--- config.mk ---
export PLATFORM = sky130hd
export DESIGN_NAME = pcrcf_queue
export DESIGN_NICKNAME = d
export VERILOG_FILES = /design/src/rtl/pcrcf_pkg.sv /design/src/rtl/pcrcf_queue.sv
export SDC_FILE = /design/constraint.sdc
export NUM_CORES = 1
export LEC_CHECK = 0
export ABC_AREA = 1
export BUFFER_PORTS_ARGS = -buffer_cell sky130_fd_sc_hd__buf_4
export CAP_MARGIN = 20
export CORE_ASPECT_RATIO = 0.8
export CORE_MARGIN = 4
export CORE_UTILIZATION = 55
export DETAILED_ROUTE_END_ITERATION = 16
export GPL_TIMING_DRIVEN = 0
export PLACE_DENSITY = 0.83
export SYNTH_ARGS = -nofsm -noshare
export SYNTH_HDL_FRONTEND = slang
export SYNTH_SLANG_ARGS = --single-unit
--- constraint.sdc ---
create_clock -name clock -period 2.77 [get_ports clock]
set_input_delay 0.554 -clock clock [delete_from_list [all_inputs] [get_ports clock]]
set_output_delay 0.554 -clock clock [all_outputs]
set_load 0.05 [all_outputs]
--- src/rtl/pcrcf_pkg.sv ---
// Types and constants shared by the region counting filter.
// No dependencies; compiled first.
`default_nettype none

package pcrcf_pkg;

   // Table sizes. NUM_ENTRIES must be a power of two (index is a bit slice).
   localparam int NUM_PROCS   = 16;
   localparam int NUM_ENTRIES = 1024;

   localparam int ADDR_W      = 48;
   localparam int CMD_W       = 2;
   localparam int PROC_ID_W   = 8;
   localparam int COUNT_W     = 16;
   localparam int HOLDER_W    = 5;
   localparam int HOLDER_CAP  = 16;
   localparam int REGION_SHIFT = 12;
   localparam int IDX_W       = $clog2(NUM_ENTRIES);
   localparam int CNT_W       = $clog2(NUM_PROCS + 1);
   localparam int SUM_W       = (CNT_W > HOLDER_W) ? CNT_W : HOLDER_W;

   localparam logic [ADDR_W-1:0]  MASK_RESET = ADDR_W'(4095);
   localparam logic [COUNT_W-1:0] COUNT_MAX  = {COUNT_W{1'b1}};

   // APB side
   localparam int CSR_ADDR_W = 4;
   localparam int CSR_DATA_W = 64;
   localparam logic CSR_REG_REGION_MASK = 1'b0;   // paddr[3]

   localparam int QUEUE_DEPTH = 2;
   localparam int QPTR_W      = $clog2(QUEUE_DEPTH);
   localparam int QCNT_W      = $clog2(QUEUE_DEPTH + 1);

   typedef enum logic [CMD_W-1:0] {
      CMD_INSERT = 2'd0,
      CMD_REMOVE = 2'd1,
      CMD_CLEAR  = 2'd2,
      CMD_QUERY  = 2'd3
   } cmd_type;

   // classified word handed from front to back
   typedef struct packed {
      cmd_type               cmd;
      logic                  proc_valid;
      logic [PROC_ID_W-1:0]  proc;
      logic [IDX_W-1:0]      index;
   } item_type;

   typedef logic [NUM_PROCS-1:0][COUNT_W-1:0] row_type;

endpackage

`default_nettype wire

--- src/rtl/pcrcf_queue.sv ---
// Short FIFO of classified words between front and back.
// Depends on pcrcf_pkg.
`default_nettype none

module pcrcf_queue (
   input  wire logic                clock,
   input  wire logic                reset,
   input  wire logic                push,
   input  pcrcf_pkg::item_type      push_item,
   input  wire logic                pop,
   output pcrcf_pkg::item_type      head,
   output logic                     full,
   output logic                     not_empty
);
   import pcrcf_pkg::*;

   item_type            slots_ff [QUEUE_DEPTH];
   logic [QPTR_W-1:0]   wr_ptr_ff, wr_ptr_in;
   logic [QPTR_W-1:0]   rd_ptr_ff, rd_ptr_in;
   logic [QCNT_W-1:0]   count_ff, count_in;

   assign full      = (count_ff == QCNT_W'(QUEUE_DEPTH));
   assign not_empty = (count_ff != '0);
   assign head      = slots_ff[rd_ptr_ff];

   always_comb begin
      wr_ptr_in = wr_ptr_ff;
      rd_ptr_in = rd_ptr_ff;
      count_in  = count_ff;
      if (push) begin
         wr_ptr_in = (wr_ptr_ff == QPTR_W'(QUEUE_DEPTH - 1)) ? '0 : wr_ptr_ff + 1'b1;
      end
      if (pop) begin
         rd_ptr_in = (rd_ptr_ff == QPTR_W'(QUEUE_DEPTH - 1)) ? '0 : rd_ptr_ff + 1'b1;
      end
      if (push && !pop) begin
         count_in = count_ff + 1'b1;
      end else if (pop && !push) begin
         count_in = count_ff - 1'b1;
      end
   end

   always_ff @(posedge clock) begin
      if (reset) begin
         wr_ptr_ff <= '0;
         rd_ptr_ff <= '0;
         count_ff  <= '0;
      end else begin
         wr_ptr_ff <= wr_ptr_in;
         rd_ptr_ff <= rd_ptr_in;
         count_ff  <= count_in;
      end
   end

   always_ff @(posedge clock) begin
      if (push) begin
         slots_ff[wr_ptr_ff] <= push_item;
      end
   end

endmodule

`default_nettype wire

-- Word level (Yosys, flattened, before mapping)
Memory sizes are Yosys's and may differ from the RTL's. A register that Yosys moved wholly into a read port is not among the register bits.
Cells that the tools add are included.
- latch bits: 0
- register bits after elaboration: 4
- memories: 1
- output and inout port bits: 23
- bits in writable memories: 42
- memory bits (read-only): 0
- logic and storage cells: 23
- $lt $le $gt $ge: 0
- multiply operators: 0
- reduce and logical (&&, ||, !) cells: 6
- bitwise gates (word level): 0
- add/sub/neg operators: 4
- muxes and demuxes: 8
- shift-type cells: 0
- equality and inequality tests: 1
- divide/modulo/power cells: 0
- memory list (name ; depth ; bits a word ; rd ports ; clocked after Yosys merged registers in ; write ports ; line ; RTL):
    slots_ff ; 2 ; 21 ; 1 ; 1 ; 1 ; pcrcf_queue.sv:17 ; item_type slots_ff [QUEUE_DEPTH];
- operator list (kind ; number):
    $mux 1 ; 6
    $mux 2 ; 2
    $reduce_bool 2->1 ; 2
    $add 1x1->1 const B ; 2
    $add 2x1->2 const B ; 1
    $eq 2x2->1 const B ; 1
    $logic_and 1x1->1 ; 2
    $logic_not 1->1 ; 2
    $sub 2x1->2 const B ; 1

-- Longest topological paths before layout
- word-level depth: 4
- mapped depth: 8
- depth with buffers taken out: 8

-- Worst setup path before layout
OpenSTA, ideal clock, no wires.
- path type: input to register
- start point: input port push
- end point: memory slots_ff[0][0] (netlist name), enable pin
- path buffers: 0
- cell stages on the path: 2
- setup slack: 0.887 ns
- library setup time: 0.399 ns
- required time: 2.371 ns
- arrival time: 1.484 ns
- cell sequence: inv_1 > nor2_1
- cells in the longest elaborated chain, start to end: 2
- RTL lines (item ; line ; RTL):
    start: declaration ; pcrcf_queue.sv:8 ; input wire logic push,
    $mux 1 ; pcrcf_queue.sv:56 ; if (push) begin
    $mux 1 (not written as such) ; pcrcf_queue.sv:57 ; slots_ff[wr_ptr_ff] <= push_item;
    end: declaration ; pcrcf_queue.sv:17 ;
No other way between the ends.

==> metrics.txt <==
Avg Cell Area, Syn=18.6 um^2; Synth cell types=15; pin count of the biggest net entering global routing=23; sequential share of the synthesized area=0.747; die height=59.5 um; Final Critical Period=1.96 ns; H-tree depth=2; first-pass GRT wire length=4420 um; flops & latches, synth=47; clk buf depth=2; slowest stage delay, CP=0.40 ns; Core Util, Final=0.750; GRT overflow=0; die width=72.3 um; worst-margin pin slew=0.840 ns; number of global-route vias before repair=954; antenna violations before repair=0; CTS Buf Count=5; Worst Skew=0.00960 ns; worst vdd rail ir drop=0.717 mV; mux cell area share after synthesis=0.171; CTS Hold Bufs=0; register area=1360 um^2; Layout area overhead=28.9%; Routed WL=2860 um; Slew HR=0.439; worst skew pair latency=0.28 ns; Simple-Gate Fraction of Synth Area=0.0337; Crit-path slowest cell=dfxtp_1; share of layout cells above drive strength 1=0.506; dpl cells=186; RD Place Congestion=0.656; n_diodes=0; Adder-Cell Fraction of Synth Area=0.00687; Worst R2R Setup Slack=1.34 ns; Setup CP Type=reg2out; Mapped Area=1820 um^2; Ys Warns=0; worst path cell trace=buf_6, mux2_4, buf_4; area of the multi-input gates=407 um^2; Row Count=18; post-route insts no fill=194; Hold WS=0.448 ns; DR iter-0 viols=57; CTS clk-pin slew, worst paths=0.08 ns; drt via density=4.85; core area=3130 um^2; power per cell area=697 nW/um^2; Die ar.=4300 um^2; CTS tree=done; Hold Crit Class=in2reg; Mapped Cells=98; DP HPWL=2060 um; WP buf/inv=2; leakage=0.978 nW; setup tns final=0 ns; Syn Nets=124; CP arrival=1.41 ns; CP endpoint kind=output port; post-CTS setup buffer count=0; # nets final=179; critical path launch point type=flop; FMAX=510 MHz; worst-path fanout max=10; number of placed I/O pins=48; Final Max Tran Viols=0; post-CTS sizing=0; Synth Area in XOR/XNOR=0.00481; input/output buffers=47; sinks on the clock net=47; # setup viols final=0; DR vias=941; Tcrit/Tclk final=0.708; status=complete, no violations; initial core utilization=0.582; Max-Cap Viols=0; main combinational cell family by area after synthesis=multiplexers; RSZ-0062 raised after global routing=no; Clock Root Buffer=clkbuf_8; WP data required=2.22 ns; TritonRoute pass-1 iters=4; Residual DRC=0; Compound-Gate Fraction of Synth Area=0.00549; Final Hold Vio Count=0; Routed Antenna Nets=0; GR Util All Layers=0.140; crit-path leading delay family=flip-flops; Filler cells=183; WL/cell=14.7 um
==> sequential cells by signal (all words and copies together) (netlist names), named ones only <==
register	flops
slots_ff	42
count_ff	2
rd_ptr_ff	1
wr_ptr_ff	1
==> worst paths after layout <==
kind / end / startpoint / cells after the start
worst max register to register: slots_ff[1][8] / wr_ptr_ff / 2
worst max-delay path: head[6] / flop / 3
worst min-delay path: rd_ptr_ff / reset / 2
worst min register to register: rd_ptr_ff / rd_ptr_ff / 2
==> area by class of cell <==
cell class                      instances  area share
Buffer                                  2     0.00959
Clock buffer                            7      0.0325
Multi-Input combinational cell         40       0.173
Timing Repair Buffer                   48       0.157
Tap cell                               40      0.0213
Inverter                                9      0.0144
Clock inverter                          1      0.0128
Sequential cell                        47       0.580
==> per-stage QoR <==
stage / setup slack (ns) / area [um^2] / power (W)
floorplan: 0.887 / 1820 / 0.00108
global placement: 0.329 / 2220 / 0.00117
CTS: 0.780 / 2350 / 0.00165
finish: 0.809 / 2350 / 0.00164
detailed placement: 1.03 / 2240 / 0.00119
global route: 0.735 / 2350 / 0.00170
==> power by group <==
part	internal (W)	leakage [nW]	switching, W
Sequential	0.000816	0.436	0.0000143
Clock	0.000270	0.0524	0.000198
Combinational	0.000133	0.490	0.000205
Total	0.00122	0.978	0.000417
==> logic make-up (layout without fill, tap and decap cells) <==
logic type	after synthesis	after routing
AOI/OAI and AO/OA	2	2
xor gates and xnor gates	1	1
adders and majority gates	1	1
buffers and inverters	11	67
DFF	47	47
muxes	21	21
and+or+nand+nor	15	15
==> cell usage after synthesis <==
cell | number | share of area
nor3_1 | 1 | 0.0027
ha_1 | 1 | 0.0069
buf_6 | 2 | 0.012
dfxtp_1 | 5 | 0.055
edfxtp_1 | 42 | 0.69
mux2_2 | 1 | 0.0062
xnor2_1 | 1 | 0.0048
nor2_1 | 6 | 0.012
nand3_1 | 1 | 0.0027
inv_1 | 9 | 0.019
o21ai_0 | 1 | 0.0027
a21oi_1 | 1 | 0.0027
nand2_1 | 6 | 0.012
nand4_1 | 1 | 0.0034
mux2_4 | 20 | 0.16
==> cells in the final DEF (no fill, tap or decap) <==
cell type and instances:
nand2_1 6, clkbuf_8 5, nor2_2 1, buf_8 1, nand3_1 1, buf_6 2
buf_4 47, clkbuf_1 2, a21oi_1 1, xnor2_1 1, dfxtp_1 5, bufinv_16 1
mux2_2 1, edfxtp_1 42, mux2_4 20, nor2_1 5, inv_1 9, nand4_1 1
nor3_1 1, ha_1 1, o21ai_0 1
==> metal layers <==
layer	part of all wire	wire, um	track usage	vias up
li1	-	-	-	465
met5	0	0	0	-
met2	0.54	1550	0.245	29
met3	0.065	186	0.0542	2
met1	0.39	1110	0.160	445
met4	0.0045	13	0.0402	0
Power figures use the tool's default switching activity.
