[src/rtl/pcrcf_pkg.sv]
// Types and constants shared by the region counting filter.
// No dependencies; compiled first.
`default_nettype none

package pcrcf_pkg;

   // Table sizes. NUM_ENTRIES must be a power of two (index is a bit slice).
   localparam int NUM_PROCS   = 16;
   localparam int NUM_ENTRIES = 1024;

   localparam int ADDR_W      = 48;
   localparam int CMD_W       = 2;
   localparam int PROC_ID_W   = 8;
   localparam int COUNT_W     = 16;
   localparam int HOLDER_W    = 5;
   localparam int HOLDER_CAP  = 16;
   localparam int REGION_SHIFT = 12;
   localparam int IDX_W       = $clog2(NUM_ENTRIES);
   localparam int CNT_W       = $clog2(NUM_PROCS + 1);
   localparam int SUM_W       = (CNT_W > HOLDER_W) ? CNT_W : HOLDER_W;

   localparam logic [ADDR_W-1:0]  MASK_RESET = ADDR_W'(4095);
   localparam logic [COUNT_W-1:0] COUNT_MAX  = {COUNT_W{1'b1}};

   // APB side
   localparam int CSR_ADDR_W = 4;
   localparam int CSR_DATA_W = 64;
   localparam logic CSR_REG_REGION_MASK = 1'b0;   // paddr[3]

   localparam int QUEUE_DEPTH = 2;
   localparam int QPTR_W      = $clog2(QUEUE_DEPTH);
   localparam int QCNT_W      = $clog2(QUEUE_DEPTH + 1);

   typedef enum logic [CMD_W-1:0] {
      CMD_INSERT = 2'd0,
      CMD_REMOVE = 2'd1,
      CMD_CLEAR  = 2'd2,
      CMD_QUERY  = 2'd3
   } cmd_type;

   // classified word handed from front to back
   typedef struct packed {
      cmd_type               cmd;
      logic                  proc_valid;
      logic [PROC_ID_W-1:0]  proc;
      logic [IDX_W-1:0]      index;
   } item_type;

   typedef logic [NUM_PROCS-1:0][COUNT_W-1:0] row_type;

endpackage

`default_nettype wire

[src/rtl/pcrcf_if.sv]
// Valid/ready channel interfaces for the request and response words.
// Depends on pcrcf_pkg.
`default_nettype none

interface pcrcf_req_if;
   import pcrcf_pkg::*;
   logic                 valid;
   logic                 ready;
   logic [CMD_W-1:0]     cmd;
   logic [ADDR_W-1:0]    address;
   logic [PROC_ID_W-1:0] proc;

   modport source (output valid, cmd, address, proc, input ready);
   modport sink   (input valid, cmd, address, proc, output ready);
endinterface


`default_nettype wire

[src/rtl/pcrcf_front.sv]
// Front end: CSR register, request accept and classification (index, proc check).
// Depends on pcrcf_pkg and pcrcf_req_if.
`default_nettype none

module pcrcf_front (
   input  wire logic                            clock,
   input  wire logic                            reset,
   pcrcf_req_if.sink                            req_ch,
   input  wire logic                            psel,
   input  wire logic                            penable,
   input  wire logic                            pwrite,
   input  wire logic [pcrcf_pkg::CSR_ADDR_W-1:0] paddr,
   input  wire logic [pcrcf_pkg::CSR_DATA_W-1:0] pwdata,
   output logic      [pcrcf_pkg::CSR_DATA_W-1:0] prdata,
   output logic                                 pready,
   input  wire logic                            q_full,
   input  wire logic                            clear_done,
   output logic                                 push,
   output pcrcf_pkg::item_type                  push_item
);
   import pcrcf_pkg::*;

   logic [ADDR_W-1:0] mask_ff, mask_in;
   logic [ADDR_W-1:0] region;
   logic              csr_wr;

   assign pready = 1'b1;
   assign csr_wr = psel && penable && pwrite && (paddr[3] == CSR_REG_REGION_MASK);

   always_comb begin
      mask_in = mask_ff;
      if (csr_wr) begin
         mask_in = pwdata[ADDR_W-1:0];
      end
   end

   always_ff @(posedge clock) begin
      if (reset) begin
         mask_ff <= MASK_RESET;
      end else begin
         mask_ff <= mask_in;
      end
   end

   always_comb begin
      prdata = '0;
      if (paddr[3] == CSR_REG_REGION_MASK) begin
         prdata = CSR_DATA_W'(mask_ff);
      end
   end

   // hold off requests during the post-reset clear pass and while the queue is full
   assign req_ch.ready = !q_full && clear_done;
   assign push         = req_ch.valid && req_ch.ready;

   assign region = req_ch.address & ~mask_ff;

   always_comb begin
      push_item.cmd        = cmd_type'(req_ch.cmd);
      push_item.proc       = req_ch.proc;
      push_item.proc_valid = (32'(req_ch.proc) < NUM_PROCS);
      push_item.index      = region[REGION_SHIFT +: IDX_W];
   end

endmodule

`default_nettype wire

[src/flat_wrapper.sv]
// flat-port wrapper written by rule: the top's interface ports become plain ports
module pcrcf_front_flat import pcrcf_pkg::*;
  (clock, reset, psel, penable, pwrite, paddr, pwdata, prdata, pready, q_full, clear_done, push, push_item, req_ch_valid, req_ch_cmd, req_ch_address, req_ch_proc, req_ch_ready);
  pcrcf_req_if req_ch_i ();
  input  wire logic clock;
  input  wire logic reset;
  input  wire logic psel;
  input  wire logic penable;
  input  wire logic pwrite;
  input  wire logic [pcrcf_pkg::CSR_ADDR_W-1:0] paddr;
  input  wire logic [pcrcf_pkg::CSR_DATA_W-1:0] pwdata;
  output logic      [pcrcf_pkg::CSR_DATA_W-1:0] prdata;
  output logic pready;
  input  wire logic q_full;
  input  wire logic clear_done;
  output logic push;
  output pcrcf_pkg::item_type push_item;
  input wire logic [$bits(req_ch_i.valid)-1:0] req_ch_valid;
  input wire logic [$bits(req_ch_i.cmd)-1:0] req_ch_cmd;
  input wire logic [$bits(req_ch_i.address)-1:0] req_ch_address;
  input wire logic [$bits(req_ch_i.proc)-1:0] req_ch_proc;
  output wire logic [$bits(req_ch_i.ready)-1:0] req_ch_ready;
  assign req_ch_i.valid = req_ch_valid;
  assign req_ch_i.cmd = req_ch_cmd;
  assign req_ch_i.address = req_ch_address;
  assign req_ch_i.proc = req_ch_proc;
  assign req_ch_ready = req_ch_i.ready;
  pcrcf_front u_core (.clock(clock), .reset(reset), .req_ch(req_ch_i), .psel(psel), .penable(penable), .pwrite(pwrite), .paddr(paddr), .pwdata(pwdata), .prdata(prdata), .pready(pready), .q_full(q_full), .clear_done(clear_done), .push(push), .push_item(push_item));
endmodule
[config.mk]
export PLATFORM = sky130hd
export DESIGN_NAME = pcrcf_front_flat
export DESIGN_NICKNAME = d
export VERILOG_FILES = /design/src/rtl/pcrcf_pkg.sv /design/src/rtl/pcrcf_if.sv /design/src/rtl/pcrcf_front.sv /design/src/flat_wrapper.sv
export SDC_FILE = /design/constraint.sdc
export NUM_CORES = 1
export LEC_CHECK = 0
export BUFFER_PORTS_ARGS = -buffer_cell sky130_fd_sc_hd__buf_2
export CORE_ASPECT_RATIO = 1.1
export CORE_MARGIN = 4
export CORE_UTILIZATION = 42
export DETAILED_ROUTE_END_ITERATION = 12
export GPL_TIMING_DRIVEN = 0
export PLACE_DENSITY = 0.95
export SLEW_MARGIN = 20
export SYNTH_ARGS = -nofsm -noshare
export SYNTH_HDL_FRONTEND = slang
export SYNTH_SLANG_ARGS = --single-unit
[constraint.sdc]
create_clock -name clock -period 2.9 [get_ports clock]
set_clock_uncertainty 0.15 [all_clocks]
set_input_delay 0.58 -clock clock [delete_from_list [all_inputs] [get_ports clock]]
set_output_delay 0.58 -clock clock [all_outputs]
set_load 0.01 [all_outputs]
After elaboration in Yosys (flattened, before gate mapping)
Cells that the tools add are included.
{"block": "op_classes", "bitwise": 3, "n_lt_le_gt_ge": 1, "mux": 1, "n_reduce_logical": 6}
{"op": "48-bit 2-to-1 mux", "count": 1}
{"op": "22-bit bitwise AND", "count": 1}
{"op": "22-bit inverter", "count": 1}
{"op": "8-bit by 5-bit < comparator with 1-bit output (second input constant)", "count": 1}
{"op": "1-bit logical AND", "count": 5}
{"op": "1-bit logical NOT", "count": 1}
{"op": "1-bit inverter", "count": 1}
{"block": "totals", "word_cells": 12, "output_inout_bits": 88, "regBits": 48}

Logic depth before layout (Yosys ltp)
Gate-level depths: netlist (run 1).
{"block": "logic_depth", "word_depth": 3, "ltp_mapped": 5, "ltp_nobuf": 2}

Least setup slack after synthesis (run 1)
No wires, ideal clock.
{"block": "synth_timing", "path_kind": "in2out", "startpoint": "in paddr[3] (netlist name)", "endpoint": "out prdata[32] (netlist name)", "path_stages": 3, "slack_ps": 820, "required_ps": 2170, "arrival_ps": 1350, "cell_sequence": "clkbuf_1 > clkbuf_1 > and2b_1"}
{"block": "synth_between", "elab_chain_len": 1}
{"item": "from (decl)", "line_no": "flat_wrapper.sv:10", "rtl": "input wire logic [pcrcf_pkg::CSR_ADDR_W-1:0] paddr;"}
{"item": "48-bit 2-to-1 mux", "line_no": "pcrcf_front.sv:47", "rtl": "if (paddr[3] == CSR_REG_REGION_MASK) begin"}
{"item": "to (decl)", "line_no": "flat_wrapper.sv:12", "rtl": "output logic [pcrcf_pkg::CSR_DATA_W-1:0] prdata;"}
No other way between the ends.

Worst setup path in the final report (run 1)
Ends and elaborated chain as after synthesis.

==> run metrics, run 1 <==
number of enable flip-flop cells after synthesis=0; routability cong.=0.838; per-cell routed wire length=12.6 um; Largest register FFs=48; status=complete, no violations; Synth Area in Compound Gates=0%; Slowest cell on crit path=clkbuf_1; internal power=1.06 mW; Leak=1.74 nW; Slew headroom=65.9%; Post-Place Worst Slack=0.260 ns; WP data arrival=1.87 ns; Synth area leaders=dfxtp_1, mux2i_1, nand2b_1, nor2b_1, buf_4; I/O pin count=222; Finished Cell Area=3660 um2; final setup fails=0; GR Overflow Total=0; WL met1=2780 um; port bufs=140; met3 wire len=582 um; Yosys reg bits=48; Placed Cells=539; Commonest cells post-synth=nand2b_1, nor2b_1, dfxtp_1, mux2i_1, buf_4; FMAX=385 MHz; H-tree levels=2; DP Area=3560 um2; Synth top area share=35.6%; max-slew violation count=0; via count=2437; initial cell density of the core=43.6%; number of global-route vias before repair=2540; antenna viol nets, final=0; crit share post-route=89.6%; DR pass1 iterations=4; clock sink count=48; hpwl dp=5480 um; fin nets=600; final hold vios=0; worst path buffer plus inverter count=4; worst-path maximum fanout=10; first-pass GRT wire length=11400 um; Synth Cell Area=2700 um2; drt drc=0; vias per cell=4.46; # diodes=0; CP Class=in2out; Tot Pwr=1.40 mW; final worst slack=0.302 ns; kind of cell adding the most delay to the critical path=buffers and inverters; CTS resizes=0; Placeable Area=6190 um2; startpoint types=input pin; Synth Area in Simple Gates=34.7%; critical path endpoint category=output pin; Sw Pwr=0.342 mW; share of flip-flops with an asynchronous set or reset=0%; Hold Slack=0.321 ns; most numerous cell in the Yosys netlist=nand2b_1; DR top layer=met4; worst-skew pair later-pin latency=0.29 ns; Area growth, synth to finish=35.7%; Largest Register=u_core.mask_ff; metal2 WL=3480 um; TNS Setup=0 ns; layout cells sized above 1=38.8%; adder and majority gate portion of the synthesized area=0%; die area=7780 um2; largest family of logic cells by synthesized area=simple AND/OR/NAND/NOR gates; GRT Util Overall=17.7%; worst-path cell chain=buf_2, clkbuf_1, clkbuf_1, and2b_1, buf_2; DRT iter0 DRCs=31; clock share of power=33.7%; multiplexer area fraction after synthesis=17.8%; Slew @ Worst Pin=0.512 ns; die width=84.5 um; Regs by FF count=u_core.mask_ff: 48 flops; minimum clock period=2.60 ns; clk slew on worst S/H paths=0.08 ns; DIE HEIGHT=92.1 um; synthesis warning total=0; sequential power share=48.5%; Req. time, crit path=2.17 ns; CTS tree=done; Post-CTS Setup Repair Bufs=0; cell taking the most area after synthesis=dfxtp_1; largest net degree at the start of global routing=15; ys flop type=dfxtp_1; PwrDens=383 nW/um2; worst min path class=reg2reg; switch share=24.3%; worst IR drop on VDD=221 uV; Final Core Density=59.2%; Clock Tree Buf Depth=2; CTS Hold Bufs=0; Syn Inst Count=304; XOR/XNOR share of the synthesized area=0%; total CTS buffers=5; row count=30; CP peak stage delay=0.41 ns; Non-Filler Instances=547; register area share after synthesis=35.6%; Root Buffer=clkbuf_8; max-capacitance violation count=0; Fill cells=547; Comb pwr share=17.8%; antenna violations before repair=0; Avg Inst Size Synth=8.88 um2; RSZ-0062 raised after global routing=no; count of different cell masters after synthesis=15; WL final=6910 um
## layer usage
layer	vias to the layer above	track usage (%)
met2	98	33.9
met4	0	3.69
met1	1102	19.4
met5	-	0
met3	8	4.49
li1	1229	-
## worst reg2reg max path: cells and delay by family, from the launching register on
kind / cells / cell delay [ns]
DFF: 1 / 0.34
muxes: 1 / 0.16
and+or+nand+nor: 1 / 0.06
## layout by cell type, fill, tap and decap left out
master	n
buf_2	141
nand2b_1	72
nor2b_1	55
mux2i_1	48
dfxtp_1	48
buf_4	29
nor2_1	24
conb_1	17
clkbuf_1	15
clkbuf_8	5
and2b_1	4
buf_6	3
nor4_1	1
and2_1	1
and4b_1	1
clkbuf_2	1
bufinv_16	1
clkinv_2	1
## cells by family after synthesis
family        count (synthesis)
buf+inv                      48
flops                        48
other cells                   2
simple gates                158
mux                          48
## cell type report
| type | count | area [um2] | share of cell area [%] |
|---|---|---|---|
| Buffer | 48 | 314 | 8.57 |
| Clock buffer | 6 | 72.6 | 1.98 |
| Clock inverter | 2 | 35.0 | 0.956 |
| Multi-Input combinational cell | 223 | 1480 | 40.4 |
| Sequential cell | 48 | 961 | 26.2 |
| Tap cell | 80 | 100 | 2.73 |
| Timing Repair Buffer | 140 | 701 | 19.1 |
## worst paths after layout
check,startpoint,endpoint,slack [ns],cells after the start
setup / recovery,paddr[3],prdata[32],0.30,5
hold reg to reg,u_core.mask_ff[39],u_core.mask_ff[39],0.32,2
hold / removal,u_core.mask_ff[39],u_core.mask_ff[39],0.32,2
setup reg to reg,u_core.mask_ff[43],u_core.mask_ff[43],2.11,2
## power groups by stage
stage	Sequential, mW	Clock, mW	Combinational (mW)
floorplan	0.694	0	0.150
global placement	0.695	0	0.246
detailed placement	0.696	0	0.252
CTS	0.681	0.489	0.253
global route	0.683	0.513	0.277
finish	0.681	0.472	0.250
(Power assumes the default switching activity.)
==> run 2: changes to the inputs <==
CORE_ASPECT_RATIO = unset   (was 1.1)
==> run 2 against run 1 <==
- non-clock buffer count is the same
- sequential power is essentially flat
- first-iteration DRC count grew 16%
- hold slack gained 0.0013 ns
- largest power group unchanged
- highest routed layer unchanged
==> run metrics, run 2 (synthesis results as in run 1) <==
total CTS buffers=5 (unchanged); DIE HEIGHT=88.2 um (was 92.1 um); critical path endpoint category=output pin (unchanged); DRT iter0 DRCs=36 (was 31); fin nets=600 (unchanged); Hold Crit Depth=2 (unchanged); largest net degree at the start of global routing=14 (was 15); Hold Startpoint=u_core.mask_ff[40] (was u_core.mask_ff[39]); antenna violations before repair=0 (unchanged); worst-path maximum fanout=10 (unchanged); hpwl dp=5480 um (about the same); die width=88.2 um (was 84.5 um); Leak=1.73 nW (was 1.74 nW); Slew @ Worst Pin=0.507 ns (was 0.512 ns); PwrDens=368 nW/um2 (was 383 nW/um2); WP data arrival=1.85 ns (was 1.87 ns); Largest Register=u_core.mask_ff (unchanged); die area=7780 um2 (about the same); reg2reg end=u_core.mask_ff[18] (was u_core.mask_ff[43]); WL met1=2740 um (was 2780 um); CTS resizes=0 (unchanged); row count=28 (was 30); GRT Util Overall=17.7% (about the same); port bufs=140 (unchanged); worst min path class=reg2reg (unchanged); CTS tree=done (unchanged); routability cong.=0.745 (was 0.838); initial cell density of the core=44.3% (was 43.6%); worst reg-to-reg setup slack=2.12 ns (was 2.11 ns); crit share post-route=89.0% (was 89.6%); startpoint types=input pin (unchanged); Area growth, synth to finish=34.8% (was 35.7%); Post-CTS Setup Repair Bufs=0 (unchanged); commonest cells after routing, fill and taps aside=buf_2, nand2b_1, nor2b_1 (unchanged); metal2 WL=3400 um (was 3480 um); Regs by FF count=u_core.mask_ff: 48 flops (unchanged); clk slew on worst S/H paths=0.09 ns (was 0.08 ns); Fill cells=572 (was 547); TNS Setup=0 ns (unchanged); worst IR drop on VDD=200 uV (was 221 uV); antenna viol nets, final=0 (unchanged); Non-Filler Instances=542 (was 547); Root Buffer=clkbuf_8 (unchanged); Slew headroom=66.2% (was 65.9%); per-cell routed wire length=12.7 um (was 12.6 um); FMAX=388 MHz (was 385 MHz); minimum clock period=2.58 ns (was 2.60 ns); met3 wire len=692 um (was 582 um); # diodes=0 (unchanged); Worst R2R Start=u_core.mask_ff[18] (was u_core.mask_ff[43]); Req. time, crit path=2.17 ns (about the same); clock sink count=48 (unchanged); DR pass1 iterations=4 (unchanged); status=complete, no violations (unchanged); commonest non-fill, non-tap cell in the layout=buf_2 (unchanged); H-tree levels=2 (unchanged); GR Overflow Total=0 (unchanged); DR top layer=met4 (unchanged); Largest register FFs=48 (unchanged); worst-skew pair later-pin latency=0.30 ns (was 0.29 ns); Clock Tree Buf Depth=2 (unchanged); multi-input combinational cell area=1480 um2 (unchanged); WL final=6890 um (was 6910 um); layout cells sized above 1=38.5% (was 38.8%); max-capacitance violation count=0 (unchanged); vias per cell=4.49 (was 4.46); max-slew violation count=0 (unchanged); CP Class=in2out (unchanged); first-pass GRT wire length=11000 um (was 11400 um); Placeable Area=6100 um2 (was 6190 um2); register area=961 um2 (unchanged); final hold vios=0 (unchanged); drt drc=0 (unchanged); RSZ-0062 raised after global routing=no (unchanged); R2R cell count=2 (unchanged); CTS Hold Bufs=0 (unchanged); final setup fails=0 (unchanged); via count=2433 (was 2437); Tot Pwr=1.34 mW (was 1.40 mW); I/O pin count=222 (unchanged); Worst Hold Endpoint=u_core.mask_ff[40] (was u_core.mask_ff[39]); Placed Cells=534 (was 539); number of global-route vias before repair=2436 (was 2540)
run 2: cell types whose count changed in the layout (fill, tap and decap cells not counted):
cell and change:
bufinv_16 -1, clkbuf_1 +1, clkbuf_8 +1, clkinv_2 -1
run 2: final cells by class:
type / count / area share, %
sequential: 48 / 26.4
buffer: 48 / 8.63
multi-input combinational: 223 / 40.7
timing repair buffer: 140 / 19.2
clock buffer: 8 / 2.47
tap: 75 / 2.58
run 2: worst max-delay path, stage by stage:
cell and delay, ns:
buf_2 0.11, clkbuf_1 0.40, clkbuf_1 0.39, and2b_1 0.23, buf_2 0.13
run 2: layer usage:
| layer | vias to the layer above | global-route usage [%] |
|---|---|---|
| li1 | 1227 | - |
| met1 | 1094 | 21.0 |
| met2 | 106 | 32.2 |
| met3 | 6 | 4.52 |
| met4 | 0 | 3.71 |
| met5 | - | 0 |
run 2: worst max-delay path by stage:
stage	from	to	slack (ns)	cells after the start
finish	paddr[3]	prdata[32]	0.32	5
global route	paddr[3]	prdata[32]	0.14	5
detailed placement	paddr[3]	prdata[32]	0.25	5
global placement	paddr[3]	prdata[32]	0.25	5
CTS	paddr[3]	prdata[32]	0.25	5
floorplan	paddr[3]	prdata[32]	0.82	3
run 2: through the flow:
stage | hold WS [ns] | worst slack, ns | util (%) | instance area (um2)
3_3_place_gp | 0.304 | 0.249 | 58.3 | 3550
4_1_cts | 0.326 | 0.246 | 59.7 | 3640
6_report | 0.323 | 0.320 | 59.7 | 3640
2_1_floorplan | 0.294 | 0.820 | - | 2760
3_5_place_dp | 0.310 | 0.247 | 58.3 | 3550
5_1_grt | 0.351 | 0.143 | 59.7 | 3640
run 2: where the power goes:
part	internal [mW]	switching [mW]	total [mW]
Combinational	0.132	0.116	0.248
Sequential	0.673	0.00748	0.681
Clock	0.195	0.216	0.411
Total	1.00	0.340	1.34
